**config.mk**
```make
export PLATFORM = sky130hd
export DESIGN_NAME = mwvw_match
export DESIGN_NICKNAME = d
export VERILOG_FILES = /design/src/hw/rtl/mwvw_pkg.sv /design/src/hw/rtl/mwvw_match.sv
export SDC_FILE = /design/constraint.sdc
export NUM_CORES = 1
export LEC_CHECK = 0
export BUFFER_PORTS_ARGS = -buffer_cell sky130_fd_sc_hd__buf_2
export CELL_PAD_IN_SITES_DETAIL_PLACEMENT = 1
export CELL_PAD_IN_SITES_GLOBAL_PLACEMENT = 1
export CORE_AREA = 2 2 267 269
export DETAILED_ROUTE_END_ITERATION = 16
export DIE_AREA = 0 0 269 271
export GPL_TIMING_DRIVEN = 0
export PLACE_DENSITY_LB_ADDON = 0.1
export SLEW_MARGIN = 20
export SYNTH_ARGS = -nofsm -noshare
export SYNTH_HDL_FRONTEND = slang
export SYNTH_SLANG_ARGS = --single-unit
export TNS_END_PERCENT = 1
```
**constraint.sdc**
```tcl
create_clock -name vclk -period 8.9
set_input_delay 0.89 -clock vclk [all_inputs]
set_output_delay 0.89 -clock vclk [all_outputs]
set_load 0.005 [all_outputs]
```
**src/hw/rtl/mwvw_pkg.sv**
```systemverilog
`default_nettype none
package mwvw_pkg;

    localparam int SEQ_W      = 32;
    localparam int WIRE_W     = 3;
    localparam int PAY_W      = 64;
    localparam int VOTE_W     = 4;
    localparam int CFG_IDX_W  = 1;
    localparam int CFG_DATA_W = 4;
    localparam int THR_W      = 3;

    localparam logic [VOTE_W-1:0]     VOTE_MAX   = 4'd15;
    localparam logic [CFG_DATA_W-1:0] WIRES_RST  = 4'd8;
    localparam logic [THR_W-1:0]      THRESH_RST = 3'd1;

    typedef enum logic [CFG_IDX_W-1:0] {
        CFG_WIRES  = 1'b0,
        CFG_THRESH = 1'b1
    } t_cfg_reg;

endpackage
`default_nettype wire

```
**src/hw/rtl/mwvw_match.sv**
```systemverilog
`default_nettype none
module mwvw_match import mwvw_pkg::*; #(
    parameter int MAX_WIRES    = 8,
    parameter int PAYLOAD_BITS = 64
) (
    input  wire logic [MAX_WIRES*(PAYLOAD_BITS+VOTE_W+MAX_WIRES)-1:0] i_line,
    input  wire logic [MAX_WIRES-1:0]                 i_valid,
    input  wire logic [PAYLOAD_BITS-1:0]              i_pay,
    input  wire logic [$clog2(MAX_WIRES+1)-1:0]       i_count,
    output logic                                      o_hit,
    output logic                                      o_empty,
    output logic [(MAX_WIRES > 1 ? $clog2(MAX_WIRES) : 1)-1:0] o_slot
);
    localparam int SLOT_W = PAYLOAD_BITS + VOTE_W + MAX_WIRES;
    localparam int SI_W   = (MAX_WIRES > 1) ? $clog2(MAX_WIRES) : 1;

    logic [MAX_WIRES-1:0] w_cand;
    logic                 w_found;

    // slots fill in order, so the first free or equal slot decides
    always_comb begin
        w_found = 1'b0;
        o_slot  = '0;
        for (int k = 0; k < MAX_WIRES; k++) begin
            w_cand[k] = (k < int'(i_count)) &&
                        (!i_valid[k] || (i_line[k*SLOT_W +: PAYLOAD_BITS] == i_pay));
        end
        for (int k = MAX_WIRES - 1; k >= 0; k--) begin
            if (w_cand[k]) begin
                w_found = 1'b1;
                o_slot  = SI_W'(k);
            end
        end
        o_hit   = w_found && i_valid[o_slot];
        o_empty = w_found && !i_valid[o_slot];
    end

endmodule
`default_nettype wire

```
==> results_tabular.tex <==
\begin{tabular}{lr}
\hline
Metric & Value \\
\hline
\multicolumn{2}{l}{\textbf{Global route}} \\
Wire length of the first global-routing pass & 86.1 mm \\
Via count of the first global-routing pass & 8966 \\
Total global-route track usage & 18.2\% \\
Largest net degree at the start of global routing & 9 \\
Initial antenna violation count & 31 \\
Grt total ovfl & 0 \\
\multicolumn{2}{l}{\textbf{Worst setup path}} \\
Largest fanout on the critical path & 8 \\
Worst path bufs/invs & 2 \\
Top delay family on crit path & simple AND/OR/NAND/NOR gates \\
Standard cell with the maximum stage delay on the critical path & sky130\_fd\_sc\_hd\_\_nor4\_1 \\
CP required & 8.01 ns \\
Startpoint kind of the worst setup timing path & primary input \\
Max incr delay on CP & 0.84 ns \\
Kind of end point of the critical path & primary output \\
Worst path cell trace & buf\_2 -> xor2\_1 -> nor4\_1 -> nand4\_1 -> nor4\_1 -> o32ai\_1 -> nor2\_1 -> nor3\_2 -> or4\_1 -> a32oi\_1 -> buf\_2 \\
Arrival time of data at the critical path endpoint & 5.03 ns \\
Startpoint-to-endpoint class of the critical path & primary input to primary output \\
\multicolumn{2}{l}{\textbf{Logic synthesis}} \\
Register area share after synthesis & 0\% \\
Syn Nets & 1482 \\
Post-synthesis cell count & 798 \\
Average size of a mapped cell & 7.98 sq um \\
Count of unique library cells instantiated by Yosys & 44 \\
Number of warnings printed during yosys synthesis & 0 \\
Cell area after synthesis & 0.00637 sq mm \\
\multicolumn{2}{l}{\textbf{Final layout}} \\
Cell area after layout & 0.0102 sq mm \\
Final core occ & 14.7\% \\
Layout overhead on the synthesized area & 60.9\% \\
Leading cell types in the layout, fill and taps excluded & sky130\_fd\_sc\_hd\_\_buf\_2 (569), sky130\_fd\_sc\_hd\_\_xnor2\_1 (384), sky130\_fd\_sc\_hd\_\_xor2\_1 (127) \\
Register area & 0 sq um \\
Post-route insts no fill & 2277 \\
Most common cell after layout, fill and taps aside & sky130\_fd\_sc\_hd\_\_buf\_2 \\
Total number of nets in the final design & 2012 \\
Number of filler instances in the final layout & 8468 \\
Number of flip-flops and latches & 0 \\
Area of the multi-input gates & 0.00594 sq mm \\
Count of clock-net buffers in the final layout & 0 \\
Share of cells above drive strength 1 & 46.1\% \\
\multicolumn{2}{l}{\textbf{Placed design}} \\
Placed cells & 2266 \\
Number of buffer cells added on primary ports & 528 \\
Pre-CTS setup slack & 2.87 ns \\
Post-DP HPWL & 58.9 mm \\
Placed instance area & 0.0102 sq mm \\
Routability Congestion & 0.807 \\
\multicolumn{2}{l}{\textbf{Routing}} \\
Via count & 8089 \\
Drt first-iter violations & 348 \\
First-pass iteration count of the detailed router & 4 \\
Average wire per standard cell & 30.4 um \\
Total wire length after detailed routing & 69.2 mm \\
Mean number of vias per cell & 3.55 \\
Antenna violation net count after detailed routing & 0 \\
Post-route DRC violation count & 0 \\
\multicolumn{2}{l}{\textbf{Run status}} \\
Outcome & finished, final reports clean \\
\multicolumn{2}{l}{\textbf{Timing}} \\
Final hold slack & 2.22 ns \\
Setup repair after global routing missed its margin & false \\
Post-route worst setup slack & 2.98 ns \\
Final hold violation count & 0 \\
Minimum period implied by the final worst setup slack & 5.92 ns \\
Setup-violating endpoint count in the final report & 0 \\
Max transition margin & 16.4\% \\
Setup total negative slack & 0 ns \\
Period Utilization, post-route & 66.5\% \\
Number of slew-limit violations in the final report & 0 \\
Worst Tran Pin Value & 1.24 ns \\
Peak Freq & 169 MHz \\
\multicolumn{2}{l}{\textbf{Pwr}} \\
Total power of the final layout & 0.543 mW \\
Pwr per Cell Area & 53.0 mW/mm\^{}2 \\
Static leakage & 3.93 nW \\
IR drop worst, VDD & 0.0309 mV \\
\multicolumn{2}{l}{\textbf{Floorplanning}} \\
Die extent in x & 269 um \\
Num rows & 97 \\
IO Pins & 689 \\
Vertical die dimension & 271 um \\
Floorplan Core Area & 0.0698 sq mm \\
Area enclosed by the die boundary & 0.0729 sq mm \\
Initial Util & 9.12\% \\
\multicolumn{2}{l}{\textbf{Worst hold path}} \\
Hold Path Class & primary input to primary output \\
WHS Endpoint & o\_hit \\
HP Start & i\_valid[0] \\
Instance count along the most critical hold path & 4 \\
\multicolumn{2}{l}{\textbf{Clock tree}} \\
Count of buffers added by post-CTS timing repair for setup & 0 \\
Number of hold buffers added after CTS & 0 \\
Cts repair resizes & 0 \\
\multicolumn{2}{l}{\textbf{Job}} \\
Max-capacitance violation count & 0 \\
\hline
\end{tabular}
-- kinds of logic after synthesis --
family	synth area share, %
xor gates and xnor gates	70.5
buffers and inverters	7.13
and+or+nand+nor	18.5
AOI/OAI and AO/OA	3.87
-- routing by layer --
layer | vias to the layer above | part of all wire, % | global-route usage [%] | wire length (um)
met1 | 3874 | 41 | 22.2 | 28300
met3 | 52 | 6.4 | 3.29 | 4410
met5 | - | 0.33 | 0 | 226
met4 | 34 | 0.85 | 1.43 | 588
met2 | 323 | 52 | 33.9 | 35700
li1 | 3806 | - | - | -
-- how the worst max path moves through the flow --
stage	startpoint	cells after the start	endpoint	slack, ns
after floorplan	i_pay[5]	10	o_empty	4.69
after global placement	i_pay[53]	11	o_empty	2.62
after detailed placement	i_pay[53]	11	o_empty	2.87
after CTS	i_pay[53]	11	o_empty	2.86
after global routing	i_pay[53]	11	o_empty	2.75
final	i_pay[5]	11	o_empty	2.98
-- cell usage after synthesis (2+ instances only) --
| cell type | number | area share (%) |
|---|---|---|
| sky130_fd_sc_hd__xnor2_1 | 384 | 53 |
| sky130_fd_sc_hd__xor2_1 | 127 | 17 |
| sky130_fd_sc_hd__nand4_1 | 110 | 11 |
| sky130_fd_sc_hd__nor4_1 | 59 | 5.8 |
| sky130_fd_sc_hd__buf_2 | 41 | 3.2 |
| sky130_fd_sc_hd__buf_4 | 12 | 1.4 |
| sky130_fd_sc_hd__buf_6 | 12 | 2.1 |
| sky130_fd_sc_hd__inv_1 | 5 | 0.29 |
| sky130_fd_sc_hd__a21oi_1 | 4 | 0.31 |
| sky130_fd_sc_hd__nor2_1 | 4 | 0.24 |
| sky130_fd_sc_hd__a211oi_1 | 2 | 0.24 |
| sky130_fd_sc_hd__a21o_1 | 2 | 0.24 |
| sky130_fd_sc_hd__a21o_2 | 2 | 0.28 |
| sky130_fd_sc_hd__a31oi_1 | 2 | 0.20 |
| sky130_fd_sc_hd__o211ai_1 | 2 | 0.24 |
| sky130_fd_sc_hd__o311ai_0 | 2 | 0.28 |
-- report_power, final --
group	switching (mW)	internal (mW)
combinational	0.292	0.252
clock	0	0.000000172
sequential	0	0
total	0.292	0.252
-- worst min-delay path: cells and delay by family --
family                 cells  cell delay, ns
buffers and inverters      2            0.27
AOI/OAI and AO/OA          2            0.18
-- area by class of cell --
| type | instances | area share [%] |
|---|---|---|
| antenna | 11 | 0.269 |
| buffer | 65 | 4.20 |
| inverter | 6 | 0.232 |
| multi-input combinational | 727 | 58.0 |
| tap | 940 | 11.5 |
| timing repair buffer | 528 | 25.8 |
Power figures use the tool's default switching activity.
